--- src/design/rtdh_pkg.sv ---
`timescale 1ns / 1ps
// Shared constants, command and status codes, sequencer states and store port
// structs for the request table with completed-ID history. No dependencies.

package rtdh_pkg;

    // Payload widths of the channels and the configuration register.
    localparam int CMD_W  = 3;
    localparam int ID_W   = 64;
    localparam int STS_W  = 3;
    localparam int PCNT_W = 5;
    localparam int LIM_W  = 5;

    // Storage sizes.
    localparam int TABLE_DEPTH = 16;
    localparam int HIST_DEPTH  = 16;

    // Derived index and counter widths.
    localparam int TBL_AW = $clog2(TABLE_DEPTH);
    localparam int HIS_AW = (HIST_DEPTH > 1) ? $clog2(HIST_DEPTH) : 1;
    localparam int IDX_W  = (TBL_AW > HIS_AW) ? TBL_AW : HIS_AW;
    localparam int CNT_W  = $clog2(TABLE_DEPTH + 1);
    localparam int HCNT_W = $clog2(HIST_DEPTH + 1);
    localparam int CMPL_W = (HCNT_W > LIM_W) ? HCNT_W : LIM_W;

    // Reset value of the history limit register.
    localparam logic [LIM_W-1:0] LIMIT_RST = LIM_W'(16);

    // Command codes; codes six and seven are unused.
    localparam logic [CMD_W-1:0] CMD_PUSH   = 3'd0;
    localparam logic [CMD_W-1:0] CMD_GET    = 3'd1;
    localparam logic [CMD_W-1:0] CMD_REMOVE = 3'd2;
    localparam logic [CMD_W-1:0] CMD_LIST   = 3'd3;
    localparam logic [CMD_W-1:0] CMD_DRAIN  = 3'd4;
    localparam logic [CMD_W-1:0] CMD_CLEAR  = 3'd5;

    // Result status codes.
    localparam logic [STS_W-1:0] STS_OK       = 3'd0;
    localparam logic [STS_W-1:0] STS_CONFLICT = 3'd1;
    localparam logic [STS_W-1:0] STS_DUP      = 3'd2;
    localparam logic [STS_W-1:0] STS_SERVICED = 3'd3;
    localparam logic [STS_W-1:0] STS_FULL     = 3'd4;
    localparam logic [STS_W-1:0] STS_NONE     = 3'd5;

    // Sequencer states.
    typedef enum logic [3:0] {
        ST_IDLE,
        ST_TSCAN,
        ST_STAMP,
        ST_HSCAN,
        ST_HMIN,
        ST_HREPL,
        ST_TRIM,
        ST_TMIN,
        ST_DCLR,
        ST_EMIT
    } rtdh_state_t;

    // Write requests from the sequencer to the store.
    typedef struct packed {
        logic              t_set;
        logic              t_del;
        logic              t_hand;
        logic              t_clr;
        logic [TBL_AW-1:0] t_idx;
        logic [ID_W-1:0]   t_seq;
        logic [ID_W-1:0]   t_stamp;
        logic              h_set;
        logic              h_del;
        logic              h_clr;
        logic [HIS_AW-1:0] h_idx;
        logic [ID_W-1:0]   h_seq;
    } rtdh_wr_t;

    // Read data from the store at the two scan addresses.
    typedef struct packed {
        logic            t_valid;
        logic            t_hand;
        logic [ID_W-1:0] t_seq;
        logic [ID_W-1:0] t_stamp;
        logic            h_valid;
        logic [ID_W-1:0] h_seq;
    } rtdh_rd_t;

endpackage

--- src/design/rtdh_store.sv ---
`timescale 1ns / 1ps
// Storage of the pending request table and the completed-ID history.
// Valid and handed-out bits are flops; IDs and stamps are plain registers.
// Depends on rtdh_pkg for sizes and the read/write structs.

module rtdh_store import rtdh_pkg::*;
(
    input  logic              clk,
    input  logic              rst_n,
    input  rtdh_wr_t          wr,
    input  logic [TBL_AW-1:0] t_ridx,
    input  logic [HIS_AW-1:0] h_ridx,
    output rtdh_rd_t          rd
);

    logic [TABLE_DEPTH-1:0] t_valid_reg;
    logic [TABLE_DEPTH-1:0] t_hand_reg;
    logic [ID_W-1:0]        t_seq_reg   [TABLE_DEPTH];
    logic [ID_W-1:0]        t_stamp_reg [TABLE_DEPTH];
    logic [HIST_DEPTH-1:0]  h_valid_reg;
    logic [ID_W-1:0]        h_seq_reg   [HIST_DEPTH];

    // Table flags: a clear-all wins over single-entry updates.
    always_ff @(posedge clk or negedge rst_n)
    begin
        if (!rst_n)
        begin
            t_valid_reg <= '0;
            t_hand_reg  <= '0;
        end
        else if (wr.t_clr)
        begin
            t_valid_reg <= '0;
            t_hand_reg  <= '0;
        end
        else
        begin
            if (wr.t_set)
            begin
                t_valid_reg[wr.t_idx] <= 1'b1;
                t_hand_reg[wr.t_idx]  <= 1'b0;
            end
            if (wr.t_del)
            begin
                t_valid_reg[wr.t_idx] <= 1'b0;
                t_hand_reg[wr.t_idx]  <= 1'b0;
            end
            if (wr.t_hand)
            begin
                t_hand_reg[wr.t_idx] <= 1'b1;
            end
        end
    end

    // Table payload is only read behind a set valid bit.
    always_ff @(posedge clk)
    begin
        if (wr.t_set)
        begin
            t_seq_reg[wr.t_idx]   <= wr.t_seq;
            t_stamp_reg[wr.t_idx] <= wr.t_stamp;
        end
    end

    // History valid bits.
    always_ff @(posedge clk or negedge rst_n)
    begin
        if (!rst_n)
        begin
            h_valid_reg <= '0;
        end
        else if (wr.h_clr)
        begin
            h_valid_reg <= '0;
        end
        else
        begin
            if (wr.h_set)
            begin
                h_valid_reg[wr.h_idx] <= 1'b1;
            end
            if (wr.h_del)
            begin
                h_valid_reg[wr.h_idx] <= 1'b0;
            end
        end
    end

    // History IDs.
    always_ff @(posedge clk)
    begin
        if (wr.h_set)
        begin
            h_seq_reg[wr.h_idx] <= wr.h_seq;
        end
    end

    // Read ports at the scan addresses.
    always_comb
    begin
        rd.t_valid = t_valid_reg[t_ridx];
        rd.t_hand  = t_hand_reg[t_ridx];
        rd.t_seq   = t_seq_reg[t_ridx];
        rd.t_stamp = t_stamp_reg[t_ridx];
        rd.h_valid = h_valid_reg[h_ridx];
        rd.h_seq   = h_seq_reg[h_ridx];
    end

endmodule

--- config.mk ---
export PLATFORM = sky130hd
export DESIGN_NAME = rtdh_store
export DESIGN_NICKNAME = d
export VERILOG_FILES = /design/src/design/rtdh_pkg.sv /design/src/design/rtdh_store.sv
export SDC_FILE = /design/constraint.sdc
export NUM_CORES = 2
export LEC_CHECK = 0
export BUFFER_PORTS_ARGS = -buffer_cell sky130_fd_sc_hd__buf_2
export CORE_MARGIN = 10
export CORE_UTILIZATION = 45
export DETAILED_ROUTE_END_ITERATION = 8
export PLACE_DENSITY = 0.68
export SLEW_MARGIN = 25
export SYNTH_ARGS = -nofsm -noshare
export SYNTH_HDL_FRONTEND = slang
export SYNTH_SLANG_ARGS = --single-unit
export TNS_END_PERCENT = 10
--- constraint.sdc ---
create_clock -name clk -period 1.8 [get_ports clk]
set_input_delay 0.18 -clock clk [delete_from_list [all_inputs] [get_ports clk]]
set_output_delay 0.18 -clock clk [all_outputs]
set_load 0.05 [all_outputs]
* After elaboration in Yosys (flattened, before gate mapping) *
Memory sizes are Yosys's and may differ from the RTL's.
Cells that the tools add are included.

word-level totals
  input bits = 217
  memories kept = 3
  bits in writable memories = 3072
  register bits = 48
  word-level logic and storage cells = 51
  output and inout bits = 195

memory list
  memory       words  bits a word  read ports  clocked after memory_dff  wr ports  line              text
  h_seq_reg    16     64           1           0                         1         rtdh_store.sv:21  logic [ID_W-1:0] h_seq_reg [HIST_DEPTH];
  t_seq_reg    16     64           1           0                         1         rtdh_store.sv:18  logic [ID_W-1:0] t_seq_reg [TABLE_DEPTH];
  t_stamp_reg  16     64           1           0                         1         rtdh_store.sv:19  logic [ID_W-1:0] t_stamp_reg [TABLE_DEPTH];

cells by class
  $lt $le $gt $ge = 6
  reductions and logical operators = 2
  muxes and demuxes = 28
  bitwise logic cells = 9

operators with widths
  operator            number
  $mux 16             14
  $and 16x16->16      4
  $or 16x16->16       3
  $not 16->16         2
  $lt 4x5->1 const B  4
  $bmux 1 s4          3
  $mux 1              9
  $demux 1 s4         2
  $ge 4x1->1 const B  2
  $logic_and 1x1->1   2

* Longest topological paths before layout *
  depth in word-level cells = 14
  mapped depth = 8
  depth with buffers taken out = 4

* Worst setup path after synthesis *
Ideal clock, no wire load.

  kind = input port to flip-flop
  start point = input wr[65] (netlist name)
  end point = memory h_seq_reg[0][0], enable pin
  stages on the path = 2
  path slack = -3.861 ns
  data required time = 1.233 ns
  library setup time = 0.567 ns
  path buffers = 0
  arrival = 5.094 ns
  cells stage by stage = or3b_2 -> nor3_1

RTL lines
  element             line              text
  start: declaration  rtdh_store.sv:10  input rtdh_wr_t wr,
  end: declaration    rtdh_store.sv:21

No word-level cell before the write port.

==> run_results.csv <==
group,metric,value,unit
synthesis,synth.distinct_cells,35,
timing,fin_crit,2.749,ns
floorplanning,num_rows,188,
critical_path,critical_path.most_common_cell,"mux4_2",
place,port_buffers,411,
cts,cts_root_buf,"clkbuf_16",
route,antenna_left,0,
route,vias,57490,
synthesis,synthTopCellsByArea,"edfxtp_1 78%, mux4_2 17%, dfrtp_1 1.0%",
critical_path,critical_path.max_fanout,1,
cts,htree_levels,5,
synthesis,synth-compound-area-share,1.106,%
cts,clk_latency,0.85,ns
global_route,grt.overflow.total,0,
synthesis,syn_avg_cell_area,24.88,µm²
synthesis,synthTopCellsByCount,"3072 x edfxtp_1, 917 x mux4_2, 100 x clkbuf_1, 91 x nand2_1, 68 x a211oi_1",
place,place.gp.congestion,0.7848,
floorplanning,dieHeight,532.4,µm
route,post-route-drc-count,0,
floorplanning,start_util,45.12,%
cts,clk_pin_slew,0.06,ns
place,hpwl,173900,µm
floorplanning,die_area,283400,µm²
critical_path,crit_type,"flop to output port",
cts,cts_buffers,319,
route,routedWlPerCell,28.91,µm
worst_hold_path,hold_path.class,"input pin to flop",
timing,max_freq,363.8,MHz
global_route,grt_max_degree,45,
synthesis,synth-async-reset-ratio,1.538,%
synthesis,synth_top_family_by_area,"multiplexers",
layout,fillers,18600,
layout,utilization,55.82,%
layout,drive_gt1_share,40.36,%
floorplanning,die_w,532.4,µm
timing,tns,-157.76,ns
route,vias_per_cell,5.820,
timing,timing.hold.ws,-0.01656,ns
synthesis,synth_top_area_share,78.08,%
timing,period_share,152.7,%
outcome,violations,"hold timing, setup timing",
power_and_ir_drop,power.density,1077,nW/µm²
critical_path,path_cells,"mux4_2 -> mux4_2 -> buf_6",
timing,worst_pin_slew,0.8480,ns
synthesis,synthMuxAreaShare,17.67,%
timing,setup_violations,197,
timing,finalClockSkew,0,ns
route,finalWirelength,285600,µm
route,first_iter_violations,6434,
layout,area_growth,23.70,%
synthesis,ys_seq_area_share,79.10,%
outcome,status,"finished, violations left",
timing,rsz0062_at_grt,"true",
critical_path,max_stage_delay,0.60,ns
timing,finalMaxSlewViolations,0,
synthesis,synth_edf_count,3072,
critical_path,critPathLaunchType,"flop",
synthesis,syn-num-nets,4965,
critical_path,slowest_stage,"mux4_2",
synthesis,syn-instance-count,4748,
floorplanning,ios,412,
global_route,grt_pass1_wl,420500,µm
layout,nets,6304,
timing,worst_slack,-0.9491,ns
power_and_ir_drop,p_leak,47.55,nW
cts,cts.sinks,3120,
synthesis,synth_xor_area_share,0,%
synthesis,synth-main-ff-cell,"edfxtp_1",
layout,stdcell_area,146100,µm²
timing,max_slew_margin,43.28,%
global_route,grt_pass1_vias,59850,
critical_path,crit_arrival,2.57,ns
critical_path,cp-end-kind,"output port",
synthesis,synthAdderAreaFrac,0,%
power_and_ir_drop,peakVddDrop,914.4,µV
cts,clk_path_buf_depth,4,
synthesis,synth_area_leader_cell,"edfxtp_1",
timing,final_hold_viol_count,1,
place,placed_area,132000,µm²
flow_run,drv_cap,0,
critical_path,required,1.62,ns
synthesis,synth-seq-cells,3120,
cts,cts_tree,"yes",
cts,postCtsSetupRepairBufs,0,
synthesis,syn_area,118100,µm²
synthesis,yosysMostFrequentCell,"edfxtp_1",
global_route,grtUsageTotal,19.71,%
synthesis,synth-simple-area-share,0.9426,%
global_route,antenna_found_initial,41,
layout,stdcell_count,9878,
floorplanning,core_area,261800,µm²
route,dr.pass1.iters,5,
synthesis,yosysWarnings,0,
place,placedCellCount,9057,
-- worst max-delay path: cells and delay by family, from the launching register on --
kind | cells | cell delay, ns
mux | 2 | 1.07
flops | 1 | 0.41
buf+inv | 1 | 0.20
-- cell type report --
| type | instances | area [µm²] | share of cell area [%] |
|---|---|---|---|
| sequential | 3120 | 93450 | 63.95 |
| multi-input combinational | 1367 | 24090 | 16.48 |
| timing repair buffer | 1278 | 14090 | 9.639 |
| clock buffer | 385 | 8337 | 5.705 |
| tap | 3515 | 4398 | 3.009 |
| clock inverter | 182 | 1703 | 1.165 |
| antenna | 30 | 75.07 | 0.05137 |
| inverter | 1 | 3.754 | 0.002568 |
-- per-stage QoR --
step	worst slack, ns	total power [W]
floorplan	-0.8830	0.08944
global placement	-0.6372	0.09385
detailed placement	-0.6272	0.09411
CTS	-1.001	0.1586
global route	-1.006	0.1623
finish	-0.9491	0.1574
-- power by group --
group / leakage (nW) / internal (W) / total (W) / switching (W)
combinational: 14.2 / 0.00532 / 0.0123 / 0.00699
sequential: 28.4 / 0.0813 / 0.0816 / 0.000348
clock: 4.92 / 0.0359 / 0.0635 / 0.0276
-- cell families (layout without fill, tap and decap cells) --
logic type,count (synthesis),after routing
AOI/OAI and AO/OA,196,196
buffers and inverters,261,1846
and+or+nand+nor,232,232
DFF,3120,3120
muxes,939,939
other,0,30
-- layout by cell type (no fill, tap or decap), types with 43 or more instances in the layout --
cell / count
edfxtp_1: 3072
mux4_2: 917
buf_4: 371
clkbuf_16: 324
buf_12: 296
dlygate4sd3_1: 221
buf_2: 209
buf_6: 158
nand2_1: 91
clkinv_2: 69
clkinv_1: 63
clkbuf_1: 61
dfrtp_1: 48
a211oi_2: 43
-- timing repair --
item,CTS,global route
resized for setup,434,77
hold buffers,221,5
hold endpoints to repair,3206,4
endpoints found under the setup margin,195,200
pin swaps,49,24
-- worst paths after layout --
path                                   startpoint         endpoint  slack, ns  depth (start not counted)
worst max-delay path            t_seq_reg[10][22]          rd[151]      -0.95                          3
worst min-delay path                      wr[200]    t_hand_reg[7]      -0.02                          6
worst max register to register    h_valid_reg[12]  h_valid_reg[12]       0.52                          3
worst min register to register    t_valid_reg[15]  t_valid_reg[15]       0.48                          1
max in group asynchronous                   rst_n   h_valid_reg[5]       0.59                          3
min in group asynchronous                   rst_n   t_valid_reg[0]       0.60                          4
-- routing by layer --
metal | track usage [%] | part of all wire, %
met4 | 4.250 | 2.0
met1 | 27.53 | 40
met2 | 32.51 | 50
met5 | 0 | 0.066
met3 | 3.897 | 8.0
Power figures use the tool's default switching activity.
