<file path="src/design/rtdh_pkg.sv">
`timescale 1ns / 1ps
// Shared constants, command and status codes, sequencer states and store port
// structs for the request table with completed-ID history. No dependencies.

package rtdh_pkg;

    // Payload widths of the channels and the configuration register.
    localparam int CMD_W  = 3;
    localparam int ID_W   = 64;
    localparam int STS_W  = 3;
    localparam int PCNT_W = 5;
    localparam int LIM_W  = 5;

    // Storage sizes.
    localparam int TABLE_DEPTH = 16;
    localparam int HIST_DEPTH  = 16;

    // Derived index and counter widths.
    localparam int TBL_AW = $clog2(TABLE_DEPTH);
    localparam int HIS_AW = (HIST_DEPTH > 1) ? $clog2(HIST_DEPTH) : 1;
    localparam int IDX_W  = (TBL_AW > HIS_AW) ? TBL_AW : HIS_AW;
    localparam int CNT_W  = $clog2(TABLE_DEPTH + 1);
    localparam int HCNT_W = $clog2(HIST_DEPTH + 1);
    localparam int CMPL_W = (HCNT_W > LIM_W) ? HCNT_W : LIM_W;

    // Reset value of the history limit register.
    localparam logic [LIM_W-1:0] LIMIT_RST = LIM_W'(16);

    // Command codes; codes six and seven are unused.
    localparam logic [CMD_W-1:0] CMD_PUSH   = 3'd0;
    localparam logic [CMD_W-1:0] CMD_GET    = 3'd1;
    localparam logic [CMD_W-1:0] CMD_REMOVE = 3'd2;
    localparam logic [CMD_W-1:0] CMD_LIST   = 3'd3;
    localparam logic [CMD_W-1:0] CMD_DRAIN  = 3'd4;
    localparam logic [CMD_W-1:0] CMD_CLEAR  = 3'd5;

    // Result status codes.
    localparam logic [STS_W-1:0] STS_OK       = 3'd0;
    localparam logic [STS_W-1:0] STS_CONFLICT = 3'd1;
    localparam logic [STS_W-1:0] STS_DUP      = 3'd2;
    localparam logic [STS_W-1:0] STS_SERVICED = 3'd3;
    localparam logic [STS_W-1:0] STS_FULL     = 3'd4;
    localparam logic [STS_W-1:0] STS_NONE     = 3'd5;

    // Sequencer states.
    typedef enum logic [3:0] {
        ST_IDLE,
        ST_TSCAN,
        ST_STAMP,
        ST_HSCAN,
        ST_HMIN,
        ST_HREPL,
        ST_TRIM,
        ST_TMIN,
        ST_DCLR,
        ST_EMIT
    } rtdh_state_t;

    // Write requests from the sequencer to the store.
    typedef struct packed {
        logic              t_set;
        logic              t_del;
        logic              t_hand;
        logic              t_clr;
        logic [TBL_AW-1:0] t_idx;
        logic [ID_W-1:0]   t_seq;
        logic [ID_W-1:0]   t_stamp;
        logic              h_set;
        logic              h_del;
        logic              h_clr;
        logic [HIS_AW-1:0] h_idx;
        logic [ID_W-1:0]   h_seq;
    } rtdh_wr_t;

    // Read data from the store at the two scan addresses.
    typedef struct packed {
        logic            t_valid;
        logic            t_hand;
        logic [ID_W-1:0] t_seq;
        logic [ID_W-1:0] t_stamp;
        logic            h_valid;
        logic [ID_W-1:0] h_seq;
    } rtdh_rd_t;

endpackage

</file>
<file path="src/design/rtdh_cmp.sv">
`timescale 1ns / 1ps
// Shared 64-bit compare unit: equality and unsigned less-than of two operands.
// Depends on rtdh_pkg for the ID width.

module rtdh_cmp import rtdh_pkg::*;
(
    input  logic [ID_W-1:0] a,
    input  logic [ID_W-1:0] b,
    output logic            eq,
    output logic            lt
);

    // One wide magnitude compare serves every search of the sequencer.
    assign eq = (a == b);
    assign lt = (a < b);

endmodule

</file>
<file path="config.mk">
export PLATFORM = sky130hd
export DESIGN_NAME = rtdh_cmp
export DESIGN_NICKNAME = d
export VERILOG_FILES = /design/src/design/rtdh_pkg.sv /design/src/design/rtdh_cmp.sv
export SDC_FILE = /design/constraint.sdc
export NUM_CORES = 1
export LEC_CHECK = 0
export BUFFER_PORTS_ARGS = -buffer_cell sky130_fd_sc_hd__clkbuf_2
export CAP_MARGIN = 20
export CORE_ASPECT_RATIO = 1.1
export CORE_MARGIN = 5
export CORE_UTILIZATION = 25
export DETAILED_ROUTE_END_ITERATION = 12
export SYNTH_ARGS = -nofsm -noshare
export SYNTH_HDL_FRONTEND = slang
export SYNTH_SLANG_ARGS = --single-unit
export TNS_END_PERCENT = 50
</file>
<file path="constraint.sdc">
create_clock -name vclk -period 3.4
set_input_delay 0.51 -clock vclk [all_inputs]
set_output_delay 0.51 -clock vclk [all_outputs]
set_load 0.1 [all_outputs]
</file>
# [After elaboration in Yosys (flattened, before gate mapping)]
# Cells that the tools add are included.
[totals] reg_bits=0 in_bits=128 out_inout_bits=2 elab_cells=2
[classes] order_cmp=1 eq_ne=1
[op_table] operator="64-bit equality test" count=1
[op_table] operator="64-bit < comparator" count=1

# [Longest topological paths before layout]
# Gate-level depths: netlist of run 1.
[depth] word_depth=1 mapped_depth=7 depth_no_buf=7

# [Worst setup path before layout of run 1]
# No wires, ideal clock.
[synth_path] kind="in2out" startpoint="input b[60]" endpoint="output lt" arrival_time_ps=3219 required_ps=2890 setup_slack_ps=-329 cell_stages=7 n_path_buf=0 path_cell_list="inv_1 > ha_1 > and2_4 > and4_1 > and3_1 > a2bb2oi_2 > nor4_2"
[synth_between] elab_chain_cells=1
[synth_lines] element="start, declared" line_no="rtdh_cmp.sv:8" source="input logic [ID_W-1:0] b,"
[synth_lines] element="64-bit < comparator" line_no="rtdh_cmp.sv:15" source="assign lt = (a < b);"
[synth_lines] element="end, declared" line_no="rtdh_cmp.sv:10" source="output logic lt"
# Every way passes these cells.

# [Worst setup path after layout of run 1]
[layout_path] startpoint="input b[46]" endpoint="output lt"
# Same word-level chain as after synthesis.

==> impl_metrics.json, run 1 <==
{
  "synth_area_per_cell_um2": 7.25,
  "layout_commonest_cell": "clkbuf_2",
  "min_period_ns": 2.89,
  "fmax_mhz": 346,
  "n_antenna_cell": 0,
  "vias": 2018,
  "synth_area_um2": 1690,
  "dieHeight_um": 96.2,
  "antenna_found_initial": 0,
  "syn_inst": 233,
  "crit_path_start_kind": "input port",
  "nNetsFinal": 557,
  "tightest_slew_ns": 0.547,
  "ant_nets": 0,
  "seq_area_um2": 0,
  "cts_hold_buf": 0,
  "syn_nets": 425,
  "die_area_um2": 8500,
  "holdPathStages": 6,
  "rsz0062_at_grt": "no",
  "rows": 31,
  "slew_violations": 0,
  "vdd.ir_drop.worst_v": 0.0000444,
  "grt_max_degree": 5,
  "ys_warn_count": 0,
  "grt_overflow": 0,
  "grt_usage_pct": 10.8,
  "outcome": "finished clean",
  "gp_routability_congestion": 0.775,
  "die_w_um": 88.4,
  "hpwl_um": 4900,
  "dp_slack_ns": 0.496,
  "cts_resized": 0,
  "first_global_vias": 2071,
  "io_pins": 130,
  "design.seq.count": 0,
  "total_power_mw": 0.270,
  "fin_ws_ns": 0.514,
  "yosysSeqAreaShare_pct": 0,
  "avgRoutedWirePerCell_um": 11.0,
  "grt_pass1_wl_um": 7730,
  "coreArea_um2": 6590,
  "cts_setup_buffers": 0,
  "timing.max_cap.violations": 0,
  "syn_to_final_growth_pct": 45.3,
  "final_cell_mix": "clkbuf_2 (129), inv_1 (66), ha_1 (64)",
  "holdPathEnd": "lt",
  "powerDensity_nw_per_um2": 110,
  "hold_path.class": "input port to output port",
  "vias_per_cell": 4.53,
  "maxSlewHeadroom_pct": 63.7,
  "setup_viol": 0,
  "nClkBuffers": 0,
  "tns_ns": 0,
  "initial_core_util_pct": 25.6,
  "worst-endpoint-required_ns": 2.89,
  "p_leak_nw": 1.59,
  "multi_input_comb_area_um2": 1450,
  "end_kind": "output port",
  "drt_iter0_drc": 16,
  "path_max_fanout": 4,
  "first_pass_iters": 4,
  "worst-endpoint-arrival_ns": 2.38,
  "min_period_over_period_pct": 84.9,
  "n_fill_cell": 688,
  "critical_path_class": "input port to output port",
  "io_buffers": 130,
  "drive_gt1_share_pct": 38.3,
  "synthDistinctLibCells": 33,
  "route.detailed.drc": 0,
  "finalHoldViolations": 0,
  "hp-start": "a[55]",
  "wirelength_um": 4900
}
==> report_power, final <==
| part | internal [mW] | switching, mW | total [mW] |
|---|---|---|---|
| Combinational | 0.137 | 0.133 | 0.270 |
| Sequential | 0 | 0 | 0 |
| Clock | 0 | 0 | 0 |
| Total | 0.137 | 0.133 | 0.270 |
==> critical path, cell delays in order <==
cell,delay [ns]
clkbuf_2,0.07
inv_1,0.03
ha_1,0.30
nand4_1,0.19
nor4_2,0.40
nand4_1,0.18
a31oi_1,0.35
nor4_4,0.08
buf_4,0.25
==> worst max-delay path by stage <==
stage,from,end,slack (ns),depth (start not counted)
final,b[46],lt,0.51,9
after global routing,b[46],lt,0.41,9
after CTS,b[30],lt,0.50,9
after detailed placement,b[46],lt,0.50,9
after global placement,b[46],lt,0.53,9
after floorplan,b[14],eq,0.13,5
==> stage by stage <==
step                hold slack (ns)  instances  utilization, %  cell area [um2]
floorplan                      1.57        233               -             1700
global placement               1.82        445            37.2             2450
detailed placement             1.82        445            37.2             2450
CTS                            1.82        445            37.2             2450
global route                   1.85        445            37.2             2450
finish                         1.81        445            37.2             2450
==> cells by family (layout without fill, tap and decap cells) <==
logic type / Yosys count / after routing / share of synthesized area (%)
simple gates: 54 / 54 / 18.9
compound gates: 49 / 49 / 19.0
fa+ha+maj: 64 / 64 / 47.4
buf+inv: 66 / 196 / 14.7
==> routing by layer <==
layer | vias to the layer above | global-route usage, % | part of all wire (%)
met4 | 0 | 0 | 0
met1 | 853 | 12.0 | 39
met3 | 0 | 2.57 | 13
li1 | 1078 | - | -
met2 | 87 | 21.7 | 49
met5 | - | 0 | 0
==> synthesized netlist by cell type, drive strengths merged <==
library cell	n	area share [%]
a21o	2	0.89
nand2	15	3.3
inv	66	15
o21ai	9	2.7
a2111oi	1	1.6
nor2b	1	0.37
nor3	4	1.9
nand3	5	1.5
o21a	1	0.44
and3	1	0.37
a2111o	1	0.67
o211ai	1	0.44
and2	1	0.52
nand4	16	6.7
a21oi	24	7.3
nor4	3	1.9
and4	1	0.52
or4	1	0.44
a22oi	1	0.44
ha	64	47
nand2b	1	0.37
a2bb2oi	2	1.4
o22ai	1	0.37
a221oi	3	1.6
a211oi	1	0.44
nor2	5	1.1
a31oi	2	0.74
==> cell type report <==
type | instances | area share [%]
Multi-Input combinational cell | 167 | 59.1
Tap cell | 82 | 4.18
Timing Repair Buffer | 130 | 26.6
Inverter | 66 | 10.1
Note: power is estimated with default switching activity, not from simulation.
==> run 2: changes to the inputs <==
==> constraint.sdc (replaced) <==
create_clock -name vclk -period 2.7
set_input_delay 0.405 -clock vclk [all_inputs]
set_output_delay 0.405 -clock vclk [all_outputs]
set_load 0.1 [all_outputs]
==> impl_metrics.json, run 2 (synthesized netlist as in run 1, its figures left out) <==
{
  "outcome": "finished clean",
  "p_sw_share_pct": 48.4,
  "hpwl_um": 4780,
  "path_max_fanout": 2,
  "seqPwrFrac_pct": 0,
  "dieHeight_um": 96.2,
  "grt_pass1_wl_um": 7690,
  "route.detailed.drc": 0,
  "worst-endpoint-required_ns": 2.30,
  "coreArea_um2": 6590,
  "p_int_mw": 0.178,
  "timing.max_cap.violations": 0,
  "grt_max_degree": 5,
  "die_w_um": 88.4,
  "gp_routability_congestion": 0.759,
  "initial_core_util_pct": 25.6,
  "grt_overflow": 0,
  "maxSlewHeadroom_pct": 78.9,
  "p_leak_nw": 1.60,
  "first_pass_iters": 4,
  "cts_setup_buffers": 0,
  "first_global_vias": 2086,
  "finalHoldViolations": 0,
  "powerDensity_nw_per_um2": 138,
  "syn_to_final_growth_pct": 47.9,
  "total_power_mw": 0.345,
  "tightest_slew_ns": 0.315,
  "fin_util_pct": 37.9,
  "min_period_over_period_pct": 92.9,
  "switching_power_mw": 0.167,
  "nNetsFinal": 559,
  "seq_area_um2": 0,
  "cp_top_family": "compound AO/OA/AOI/OAI gates",
  "worst-endpoint-arrival_ns": 2.10,
  "n_antenna_cell": 0,
  "nClkBuffers": 0,
  "antenna_found_initial": 0,
  "cts_hold_buf": 0,
  "rows": 31,
  "drt_iter0_drc": 12,
  "end_kind": "output port",
  "io_buffers": 130,
  "setup_viol": 0,
  "min_period_ns": 2.51,
  "crit_buf_inv": 2,
  "design.seq.count": 0,
  "wirelength_um": 4810,
  "crit_path_start_kind": "input port",
  "rsz0062_at_grt": "no",
  "crit_top_cell": "a21o_1",
  "instances_no_fill": 447,
  "grt_usage_pct": 10.6,
  "final_cell_mix": "clkbuf_2 (128), inv_1 (66), ha_1 (64)",
  "slew_violations": 0,
  "crit_slowest_cell": "ha_1",
  "die_area_um2": 8500,
  "layout_commonest_cell": "clkbuf_2",
  "critical_path.cell_chain": "clkbuf_2 -> ha_1 -> a21o_1 -> a21o_1 -> a221oi_1 -> o22ai_1 -> nor4_4 -> buf_12",
  "fmax_mhz": 398,
  "critical_path_class": "input port to output port",
  "clkPwrFrac_pct": 0,
  "vdd.ir_drop.worst_v": 0.0000742,
  "pwr-share-comb_pct": 100.0,
  "ant_nets": 0,
  "avgRoutedWirePerCell_um": 10.7,
  "vias": 1992,
  "cpPeakStageDelay_ns": 0.30,
  "io_pins": 130,
  "cts_resized": 0,
  "vias_per_cell": 4.46,
  "drive_gt1_share_pct": 38.9,
  "dp_cells": 447,
  "hold_path.class": "input port to output port"
}
==> run 2: power groups by stage <==
stage / Clock (mW) / Sequential (mW) / Combinational [mW]
2_1_floorplan: 0 / 0 / 0.203
3_3_place_gp: 0 / 0 / 0.344
3_5_place_dp: 0 / 0 / 0.350
4_1_cts: 0 / 0 / 0.353
5_1_grt: 0 / 0 / 0.401
6_report: 0 / 0 / 0.345
==> run 2: cell type report <==
| cell class | count | area [um2] |
|---|---|---|
| timing repair buffer | 132 | 696 |
| tap | 82 | 103 |
| fill | 715 | 4100 |
| inverter | 66 | 248 |
| multi-input combinational | 167 | 1450 |
==> run 2: through the flow <==
stage	hold slack [ns]	setup WS [ns]	area (um2)	TNS (ns)
after floorplan	1.36	-0.189	1700	-0.189
after global placement	1.51	0.165	2500	0
after detailed placement	1.50	0.137	2500	0
after CTS	1.50	0.135	2500	0
after global routing	1.53	0.0295	2500	0
final	1.50	0.191	2500	0
==> run 2: metal layers <==
layer	vias to the layer above	share of wire (%)	wire (um)	GRT usage, %
met4	0	0	0	0
met1	825	39	1890	11.6
met2	84	48	2290	21.4
li1	1083	-	-	-
met3	0	13	626	2.74
met5	-	0	0	0
==> run 2: worst paths after layout <==
kind / from / endpoint / depth (start not counted) / slack, ns
worst max-delay path: a[57] / lt / 8 / 0.19
worst min-delay path: b[0] / eq / 6 / 1.50
==> run 3: changes to the inputs <==
--- a/config.mk
+++ b/config.mk
@@ -11,6 +11,7 @@
 export CORE_MARGIN = 5
 export CORE_UTILIZATION = 25
 export DETAILED_ROUTE_END_ITERATION = 12
+export REMOVE_ABC_BUFFERS = 1
 export SYNTH_ARGS = -nofsm -noshare
 export SYNTH_HDL_FRONTEND = slang
 export SYNTH_SLANG_ARGS = --single-unit
==> impl_metrics.json, run 3 (synthesized netlist as in run 1, its figures left out) <==
{
  "first_global_vias": 1978,
  "rsz0062_at_grt": "no",
  "die_w_um": 88.4,
  "gp_routability_congestion": 0.745,
  "grt_pass1_wl_um": 7550,
  "layout_commonest_cell": "clkbuf_2",
  "syn_to_final_growth_pct": 47.5,
  "drt_iter0_drc": 9,
  "route.detailed.drc": 0,
  "clkPwrFrac_pct": 0,
  "grt_overflow": 0,
  "nNetsFinal": 557,
  "vias_per_cell": 4.41,
  "maxSlewHeadroom_pct": 76.2,
  "min_period_ns": 2.57,
  "cts_hold_buf": 0,
  "die_area_um2": 8500,
  "timing.max_cap.violations": 0,
  "crit_path_start_kind": "input port",
  "grt_usage_pct": 10.6,
  "io_pins": 130,
  "fin_util_pct": 37.8,
  "antenna_found_initial": 0,
  "powerDensity_nw_per_um2": 140,
  "hold_path.class": "input port to output port",
  "p_sw_share_pct": 48.9,
  "seq_area_um2": 0,
  "first_pass_iters": 4,
  "outcome": "finished clean",
  "end_kind": "output port",
  "dieHeight_um": 96.2,
  "io_buffers": 130,
  "finalHoldViolations": 0,
  "p_int_mw": 0.178,
  "vias": 1963,
  "fmax_mhz": 389,
  "vdd.ir_drop.worst_v": 0.0000891,
  "avgRoutedWirePerCell_um": 11.1,
  "n_fill_cell": 733,
  "design.seq.count": 0,
  "min_period_over_period_pct": 95.3,
  "wirelength_um": 4950,
  "total_power_mw": 0.348,
  "pwr-share-comb_pct": 100.0,
  "setup_viol": 0,
  "initial_core_util_pct": 25.6,
  "drive_gt1_share_pct": 39.1,
  "seqPwrFrac_pct": 0,
  "cts_setup_buffers": 0,
  "nClkBuffers": 0,
  "ant_nets": 0,
  "switching_power_mw": 0.170,
  "p_leak_nw": 1.60,
  "rows": 31,
  "slew_violations": 0,
  "final_cell_mix": "clkbuf_2 (128), inv_1 (66), ha_1 (64)",
  "n_antenna_cell": 0,
  "worst-endpoint-required_ns": 2.30,
  "hpwl_um": 4900,
  "grt_max_degree": 5,
  "critical_path_class": "input port to output port",
  "tightest_slew_ns": 0.354,
  "worst-endpoint-arrival_ns": 2.17,
  "path_max_fanout": 2,
  "coreArea_um2": 6590
}
run 3: cell count changes in the layout (fill, tap and decap cells not counted):
cell / previous run / this run
a221oi_2: 0 / 2
nor2_2: 1 / 0
nor2_1: 4 / 5
nor4_2: 1 / 3
a221oi_1: 3 / 1
buf_4: 2 / 0
nor4_4: 1 / 0
nor4_1: 1 / 0
run 3: area by class of cell:
cell class	count	area, um2	share of cell area [%]
inverters	66	248	9.94
repair buffers	130	681	27.3
well taps	82	103	4.12
multi-input cells	167	1460	58.6
run 3: final timing paths:
path | cells after the start | to | from
worst max-delay path | 9 | lt | b[57]
worst min-delay path | 6 | lt | a[55]
run 3: metal layers:
layer / track usage [%] / part of all wire, % / vias up
met5: 0 / 0 / -
met4: 0 / 0 / 0
met3: 2.57 / 13 / 0
met2: 21.0 / 47 / 83
met1: 12.0 / 40 / 802
li1: - / - / 1078
run 3: what timing repair did:
action	4_1_cts	5_1_grt
setup endpoints to repair	0	1
gates resized for setup	0	3
endpoints found under the hold margin	0	0
run 3: through the flow:
stage          cell area (um2)  hold WS (ns)  setup TNS [ns]  cells  setup slack [ns]
2_1_floorplan             1690          1.34           -1.18    233            -0.819
3_3_place_gp              2470          1.49               0    445            0.0991
3_5_place_dp              2470          1.50               0    445            0.0386
4_1_cts                   2470          1.50               0    445            0.0361
5_1_grt                   2490          1.54               0    445           0.00234
6_report                  2490          1.48               0    445             0.128
run 3: critical path, cell delays in order:
cell and delay [ns]:
clkbuf_2 0.09, inv_1 0.04, ha_1 0.27, a21o_1 0.18
a21o_1 0.18, a221oi_2 0.26, o22ai_1 0.12, nor4_2 0.40
buf_12 0.22
run 3: power groups by stage:
stage	registers [mW]	logic (mW)	clock network, mW
6_report	0	0.348	0
4_1_cts	0	0.351	0
5_1_grt	0	0.400	0
2_1_floorplan	0	0.200	0
3_5_place_dp	0	0.348	0
3_3_place_gp	0	0.342	0
